`config.mk`:
```
export PLATFORM = sky130hd
export DESIGN_NAME = radix_digit_sum_converter
export DESIGN_NICKNAME = d
export VERILOG_FILES = /design/src/design/rdsc_pkg.sv /design/src/design/rdsc_divider.sv /design/src/design/radix_digit_sum_converter.sv
export SDC_FILE = /design/constraint.sdc
export NUM_CORES = 1
export LEC_CHECK = 0
export BUFFER_PORTS_ARGS = -buffer_cell sky130_fd_sc_hd__buf_2
export CAP_MARGIN = 20
export CORE_ASPECT_RATIO = 1.1
export CORE_MARGIN = 5
export CORE_UTILIZATION = 48
export DETAILED_ROUTE_END_ITERATION = 10
export PLACE_DENSITY = 0.7
export SLEW_MARGIN = 5
export SYNTH_ARGS = -nofsm -noshare
export SYNTH_HDL_FRONTEND = slang
export SYNTH_HIERARCHICAL = 1
export SYNTH_SLANG_ARGS = --single-unit
```
`constraint.sdc`:
```
create_clock -name clk -period 8.75 [get_ports clk]
set_input_delay 0.4375 -clock clk [delete_from_list [all_inputs] [get_ports clk]]
set_output_delay 0.4375 -clock clk [all_outputs]
set_load 0.005 [all_outputs]
```
`src/design/rdsc_pkg.sv`:
```
// Shared types, constants and helpers for the radix digit sum converter.
package rdsc_pkg;

	localparam int unsigned RADIX_W = 5;
	localparam int unsigned DIGIT_W = 4;
	localparam int unsigned CHAR_W = 7;

	localparam logic [RADIX_W-1:0] RADIX_RESET = 5'd10;
	localparam logic [RADIX_W-1:0] RADIX_MIN = 5'd2;
	localparam logic [RADIX_W-1:0] RADIX_MAX = 5'd16;

	localparam logic [DIGIT_W-1:0] DEC_LIMIT = 4'd10;
	localparam logic [CHAR_W-1:0] CHAR_ZERO = 7'h30;
	localparam logic [CHAR_W-1:0] CHAR_LETTER_A = 7'h41;

	typedef enum logic [2:0] {
		ST_IDLE,
		ST_ADD,
		ST_DIV_START,
		ST_DIV_WAIT,
		ST_EMIT_RD,
		ST_EMIT_OUT
	} state_t;

	typedef struct packed {
		logic                done;
		logic                busy;
		logic [DIGIT_W-1:0]  rem;
	} div_stat_t;

	function automatic logic [CHAR_W-1:0] digit_char(input logic [DIGIT_W-1:0] d);
		logic [CHAR_W-1:0] c;
		if (d < DEC_LIMIT) begin
			c = CHAR_ZERO + CHAR_W'(d);
		end else begin
			c = CHAR_LETTER_A + CHAR_W'(d - DEC_LIMIT);
		end
		return c;
	endfunction

endpackage

```
`src/design/rdsc_divider.sv`:
```
// Bit-serial restoring divider of a wide value by a small radix.
module rdsc_divider #(
	parameter int unsigned SUM_BITS = 32
) (
	input  logic                           clk,
	input  logic                           arst_n,
	input  logic                           start,
	input  logic [SUM_BITS-1:0]            dividend,
	input  logic [rdsc_pkg::RADIX_W-1:0]   divisor,
	output logic [SUM_BITS-1:0]            quotient,
	output rdsc_pkg::div_stat_t            stat
);

	localparam int unsigned CW = $clog2(SUM_BITS);

	logic                         busy_q;
	logic                         done_q;
	logic [CW-1:0]                cnt_q;
	logic [SUM_BITS-1:0]          quo_q;
	logic [rdsc_pkg::DIGIT_W-1:0] rem_q;
	logic [rdsc_pkg::RADIX_W-1:0] trial;
	logic [rdsc_pkg::RADIX_W-1:0] diff;
	logic                         ge;

	assign trial = {rem_q, quo_q[SUM_BITS-1]};
	assign ge = (trial >= divisor);
	assign diff = trial - divisor;

	always_ff @(posedge clk or negedge arst_n) begin
		if (!arst_n) begin
			busy_q <= 1'b0;
			done_q <= 1'b0;
			cnt_q <= '0;
		end else begin
			done_q <= 1'b0;
			if (start) begin
				busy_q <= 1'b1;
				cnt_q <= CW'(SUM_BITS - 1);
			end else if (busy_q) begin
				if (cnt_q == '0) begin
					busy_q <= 1'b0;
					done_q <= 1'b1;
				end else begin
					cnt_q <= cnt_q - 1'b1;
				end
			end
		end
	end

	always_ff @(posedge clk) begin
		if (start) begin
			quo_q <= dividend;
			rem_q <= '0;
		end else if (busy_q) begin
			quo_q <= {quo_q[SUM_BITS-2:0], ge};
			rem_q <= ge ? diff[rdsc_pkg::DIGIT_W-1:0] : trial[rdsc_pkg::DIGIT_W-1:0];
		end
	end

	assign quotient = quo_q;
	assign stat.done = done_q;
	assign stat.busy = busy_q;
	assign stat.rem = rem_q;

endmodule

```
`src/design/radix_digit_sum_converter.sv`:
```
// Top level: folds base-N digits into numbers, sums them and emits the sum in base N.
//
// channel | dir | tdata                              | tlast         | tuser
// s_axis  | in  | [3:0] digit_value                  | end_of_number | end_of_sum
// m_axis  | out | [3:0] sum_digit, [10:4] digit_char | last_digit    | overflow
// cfg     | in  | cfg_wr_data radix on cfg_wr_en     |               |
//
// A digit that ends a number is folded in and then added to the sum in ST_ADD.
// At the end of a sum the shared bit-serial divider runs once per output digit, then
// each digit is read from the remainder store in ST_EMIT_RD and shown in ST_EMIT_OUT.
// Reset clears the sum, the operand, the overflow flag and the sequencer; radix returns to 10.
// Input is not ready from the end of a number until its add is done, and during a whole
// conversion and emission; a stalled output holds the sequencer in place.
module radix_digit_sum_converter #(
	parameter int unsigned SUM_BITS = 32,
	parameter int unsigned MAX_DIGITS = 32
) (
	input  logic                          clk,
	input  logic                          arst_n,
	input  logic                          cfg_wr_en,
	input  logic [rdsc_pkg::RADIX_W-1:0]  cfg_wr_data,
	input  logic                          s_axis_tvalid,
	output logic                          s_axis_tready,
	input  logic [7:0]                    s_axis_tdata,  // digit_value, zero fill
	input  logic                          s_axis_tlast,
	input  logic                          s_axis_tuser,  // end_of_sum
	output logic                          m_axis_tvalid,
	input  logic                          m_axis_tready,
	output logic [15:0]                   m_axis_tdata,  // sum_digit, digit_char, zero fill
	output logic                          m_axis_tlast,
	output logic                          m_axis_tuser   // overflow
);

	localparam int unsigned AW = $clog2(MAX_DIGITS);
	localparam int unsigned CNW = $clog2(MAX_DIGITS + 1);
	localparam int unsigned PW = SUM_BITS + rdsc_pkg::RADIX_W;

	rdsc_pkg::state_t state_q, state_d;

	logic [rdsc_pkg::RADIX_W-1:0] radix_q;
	logic [rdsc_pkg::RADIX_W-1:0] radix_eff;
	logic [SUM_BITS-1:0]          operand_q;
	logic [SUM_BITS-1:0]          sum_q;
	logic [SUM_BITS-1:0]          v_q;
	logic                         ovf_q;
	logic                         eos_q;
	logic [CNW-1:0]               cnt_q;
	logic [AW-1:0]                idx_q;
	logic [rdsc_pkg::DIGIT_W-1:0] rd_q;
	logic [rdsc_pkg::DIGIT_W-1:0] rem_mem [MAX_DIGITS];

	logic [PW-1:0]                fold;
	logic [SUM_BITS:0]            add_sum;
	logic                         in_acc;
	logic                         out_acc;
	logic                         div_start;
	logic                         more_digits;
	logic [SUM_BITS-1:0]          div_quo;
	rdsc_pkg::div_stat_t          div_stat;

	assign radix_eff = (radix_q < rdsc_pkg::RADIX_MIN) ? rdsc_pkg::RADIX_MIN :
		(radix_q > rdsc_pkg::RADIX_MAX) ? rdsc_pkg::RADIX_MAX : radix_q;

	assign fold = PW'(operand_q) * PW'(radix_eff) + PW'(s_axis_tdata[rdsc_pkg::DIGIT_W-1:0]);
	assign add_sum = {1'b0, sum_q} + {1'b0, operand_q};
	assign more_digits = (div_quo != '0) &&
		(({1'b0, cnt_q} + 1'b1) < (CNW + 1)'(MAX_DIGITS));

	assign in_acc = s_axis_tvalid && s_axis_tready;
	assign out_acc = m_axis_tvalid && m_axis_tready;

	rdsc_divider #(
		.SUM_BITS(SUM_BITS)
	) u_div (
		.clk(clk),
		.arst_n(arst_n),
		.start(div_start),
		.dividend(v_q),
		.divisor(radix_eff),
		.quotient(div_quo),
		.stat(div_stat)
	);

	always_ff @(posedge clk or negedge arst_n) begin
		if (!arst_n) begin
			state_q <= rdsc_pkg::ST_IDLE;
		end else begin
			state_q <= state_d;
		end
	end

	always_comb begin
		state_d = state_q;
		s_axis_tready = 1'b0;
		m_axis_tvalid = 1'b0;
		div_start = 1'b0;
		unique case (state_q)
			rdsc_pkg::ST_IDLE: begin
				s_axis_tready = 1'b1;
				if (s_axis_tvalid && (s_axis_tlast || s_axis_tuser)) begin
					state_d = rdsc_pkg::ST_ADD;
				end
			end
			rdsc_pkg::ST_ADD: begin
				state_d = eos_q ? rdsc_pkg::ST_DIV_START : rdsc_pkg::ST_IDLE;
			end
			rdsc_pkg::ST_DIV_START: begin
				div_start = 1'b1;
				state_d = rdsc_pkg::ST_DIV_WAIT;
			end
			rdsc_pkg::ST_DIV_WAIT: begin
				if (div_stat.done) begin
					state_d = more_digits ? rdsc_pkg::ST_DIV_START : rdsc_pkg::ST_EMIT_RD;
				end
			end
			rdsc_pkg::ST_EMIT_RD: begin
				state_d = rdsc_pkg::ST_EMIT_OUT;
			end
			rdsc_pkg::ST_EMIT_OUT: begin
				m_axis_tvalid = 1'b1;
				if (m_axis_tready) begin
					state_d = (idx_q == '0) ? rdsc_pkg::ST_IDLE : rdsc_pkg::ST_EMIT_RD;
				end
			end
			default: begin
				state_d = rdsc_pkg::ST_IDLE;
			end
		endcase
	end

	always_ff @(posedge clk or negedge arst_n) begin
		if (!arst_n) begin
			radix_q <= rdsc_pkg::RADIX_RESET;
			operand_q <= '0;
			sum_q <= '0;
			ovf_q <= 1'b0;
			eos_q <= 1'b0;
			cnt_q <= '0;
			idx_q <= '0;
		end else begin
			if (cfg_wr_en) begin
				radix_q <= cfg_wr_data;
			end
			if (in_acc) begin
				operand_q <= fold[SUM_BITS-1:0];
				eos_q <= s_axis_tuser;
				if (fold[PW-1:SUM_BITS] != '0) begin
					ovf_q <= 1'b1;
				end
			end
			if (state_q == rdsc_pkg::ST_ADD) begin
				sum_q <= add_sum[SUM_BITS-1:0];
				operand_q <= '0;
				cnt_q <= '0;
				if (add_sum[SUM_BITS]) begin
					ovf_q <= 1'b1;
				end
			end
			if (state_q == rdsc_pkg::ST_DIV_WAIT && div_stat.done) begin
				cnt_q <= cnt_q + 1'b1;
				idx_q <= cnt_q[AW-1:0];
			end
			if (out_acc) begin
				if (idx_q == '0) begin
					sum_q <= '0;
					ovf_q <= 1'b0;
					cnt_q <= '0;
				end else begin
					idx_q <= idx_q - 1'b1;
				end
			end
		end
	end

	always_ff @(posedge clk) begin
		if (state_q == rdsc_pkg::ST_ADD) begin
			v_q <= add_sum[SUM_BITS-1:0];
		end else if (state_q == rdsc_pkg::ST_DIV_WAIT && div_stat.done) begin
			v_q <= div_quo;
		end
	end

	always_ff @(posedge clk) begin
		if (state_q == rdsc_pkg::ST_DIV_WAIT && div_stat.done) begin
			rem_mem[cnt_q[AW-1:0]] <= div_stat.rem;
		end
		if (state_q == rdsc_pkg::ST_EMIT_RD) begin
			rd_q <= rem_mem[idx_q];
		end
	end

	assign m_axis_tdata = {5'b0, rdsc_pkg::digit_char(rd_q), rd_q};
	assign m_axis_tlast = (idx_q == '0);
	assign m_axis_tuser = ovf_q;

	a_no_overlap: assert property (@(posedge clk) disable iff (!arst_n)
		m_axis_tvalid |-> !s_axis_tready)
		else $error("output valid while input is ready");

	a_cnt_bound: assert property (@(posedge clk) disable iff (!arst_n)
		cnt_q <= CNW'(MAX_DIGITS))
		else $error("remainder count past store depth");

	a_div_idle_on_start: assert property (@(posedge clk) disable iff (!arst_n)
		div_start |-> !div_stat.busy)
		else $error("divider started while busy");

	a_clear_after_last: assert property (@(posedge clk) disable iff (!arst_n)
		(out_acc && m_axis_tlast) |=> (s_axis_tready && sum_q == '0 && !ovf_q))
		else $error("sum state not cleared after last digit");

	a_wait_has_div: assert property (@(posedge clk) disable iff (!arst_n)
		(state_q == rdsc_pkg::ST_DIV_WAIT) |-> (div_stat.busy || div_stat.done))
		else $error("waiting on an idle divider");

endmodule

```
==> flow_summary.toml <==
[sta]
max_freq_ghz = 0.157
slew_viol_final = 0
finalClockSkew_ps = 29.8
setup_violations = 0
fin_crit_sh = 0.729
finalHoldViolations = 0
fin_tns_setup_ps = 0
rsz0062_at_grt = "no"
max_slew.worst_pin.slew_ps = 866
fin_crit_ps = 6380
setup_slack_ps = 2370
slew_headroom = 0.421

[finish]
design_area_um2 = 21600
nNetsFinal = 2179
drive_above_1_share = 0.0965
syn_to_final_growth_pct = 9.17
fillers = 3605
n_antenna_cell = 0

[critical_path]
path_max_fanout = 23
r2r_setup_slack_ps = 2370
cp.required_ps = 9110
rr_worst_depth = 20
worstSetupPathType = "register to register"
arrival_ps = 6740
endpoint_kind = "register"
endpoint = "m_axis_tuser$_DFF_PN0_"
regToRegStartpoint = "radix_q[3]$_DFFE_PN1P_"
start_kind = "register"
r2r-end = "m_axis_tuser$_DFF_PN0_"
worstSetupStartpoint = "radix_q[3]$_DFFE_PN1P_"

[clock_network]
cts_tree = "done"
cts_setup_buffers = 0
cts.path.max_buffers = 3
htree_levels = 2
clkLatencyLatePin_ps = 520
cts_inserted_buffers = 34
cts_resized = 0
clk_pin_slew_ps = 60
root_buffer = "clkbuf_16"
cts_num_sinks = 292
cts_hold_buffers = 1

[pwr]
power.total_mw = 2.98
irDropWorstVdd_uv = 120
p_per_area_nw_per_um2 = 138
leakagePower_nw = 9.37

[route]
detail_route.iter0.violations = 828
viasPerCell = 5.57
dr.pass1.iters = 5
via_count = 14100
routed_wl_mm = 43.2
wl_per_cell_um = 17.1
drc_errors = 0
ant_nets = 0

[placement]
portBuffers = 30
place_ws_ps = 2400
place.gp.congestion = 0.916
hpwl_mm = 31.0
dpl_cell_area_um2 = 20400

[logic_synthesis]
yosysWarnings = 6
syn_inst = 1945
synth_area_um2 = 19800
avgSynthCellArea_um2 = 10.2

[global_routing]
track_usage = 0.192
grt_pass1_vias = 14600
gr-total-overflow = 0
grt_max_degree = 61
grt_antenna_before_repair = 1
grt_pass1_wl_mm = 72.4

[die]
dieArea_um2 = 45500
die_x_um = 204
initial_core_util = 0.482
num_rows = 78
die_y_um = 223
coreArea_um2 = 41100
top_level_ports = 40

[run_status]
status = "completed"

[min_path]
hp-class = "input pin to register"
min_path_cells = 3

[flow_run]
cap_violations = 0
-- per-stage QoR --
step / util / cells / hold slack [ps]
floorplan: - / 1949 / 142
global placement: 0.497 / 2463 / 468
detailed placement: 0.497 / 2463 / 476
CTS: 0.525 / 2526 / 121
global route: 0.527 / 2529 / 130
finish: 0.527 / 2529 / 137
-- cell type report --
| type | count | area [µm²] | share of cell area |
|---|---|---|---|
| multi-input combinational | 1354 | 10400 | 0.481 |
| sequential | 292 | 8270 | 0.382 |
| clock buffer | 42 | 953 | 0.0441 |
| inverter | 211 | 792 | 0.0366 |
| tap | 560 | 701 | 0.0324 |
| timing repair buffer | 50 | 335 | 0.0155 |
| clock inverter | 20 | 185 | 0.00856 |
-- cells in the final DEF (no fill, tap or decap), types with 34 or more instances in the layout --
master / instances
dfrtp_1: 89
o21ai_0: 89
nor2_1: 110
nand2_1: 240
and2_1: 109
inv_1: 211
a21oi_1: 96
mux2i_1: 34
xnor2_1: 35
edfxtp_1: 196
clkbuf_16: 37
fa_1: 96
ha_1: 120
a21o_1: 34
nand3_1: 58
mux2_2: 38
-- critical path: stages (launching register included) --
cell and delay (ps):
dfstp_2 550, nor2b_2 480, buf_4 420, nand2_1 130, fa_1 520, inv_1 60, fa_1 520, inv_1 50
fa_1 530, inv_1 40, ha_1 420, nand3_1 170, nor4_1 320, nand3_1 200, and3_1 290, o31a_1 310
nor4bb_1 130, nor3_1 230, xor2_1 90, o41ai_1 590, a31oi_1 150
-- where the power goes --
part | internal, mW | switching, mW | leakage [nW]
Clock | 0.844 | 0.575 | 0.556
Combinational | 0.0284 | 0.0662 | 5.80
Sequential | 1.46 | 0.00172 | 3.02
Total | 2.34 | 0.643 | 9.37
-- registers in the layout, summed over array words and instances, names as in the netlist, 3 cells and up --
signal,count
cnt_q,6
idx_q,5
operand_q,32
radix_q,5
rd_q,4
rem_mem,128
state_q,3
sum_q,32
u_div/cnt_q,5
u_div/quotient,32
u_div/rem_q,4
v_q,32
-- worst min path at each step --
stage / startpoint / end / slack, ps
2_1_floorplan: arst_n / cnt_q[0]$_DFF_PN0_ / 140
3_5_place_dp: arst_n / radix_q[4]$_DFFE_PN0P_ / 480
5_1_grt: s_axis_tuser / eos_q$_DFFE_PN0P_ / 130
6_report: s_axis_tuser / eos_q$_DFFE_PN0P_ / 140
4_1_cts: s_axis_tuser / eos_q$_DFFE_PN0P_ / 120
3_3_place_gp: arst_n / radix_q[4]$_DFFE_PN0P_ / 470
-- layer usage --
layer  track usage  up-vias  routed length (µm)
met5             0        -                   7
met4        0.0607        2                1330
met3        0.0247       92                1890
met2         0.340      343               21700
met1         0.244     6927               18200
li1              -     6712                   -
No activity file was read; power rests on OpenSTA's default activity.
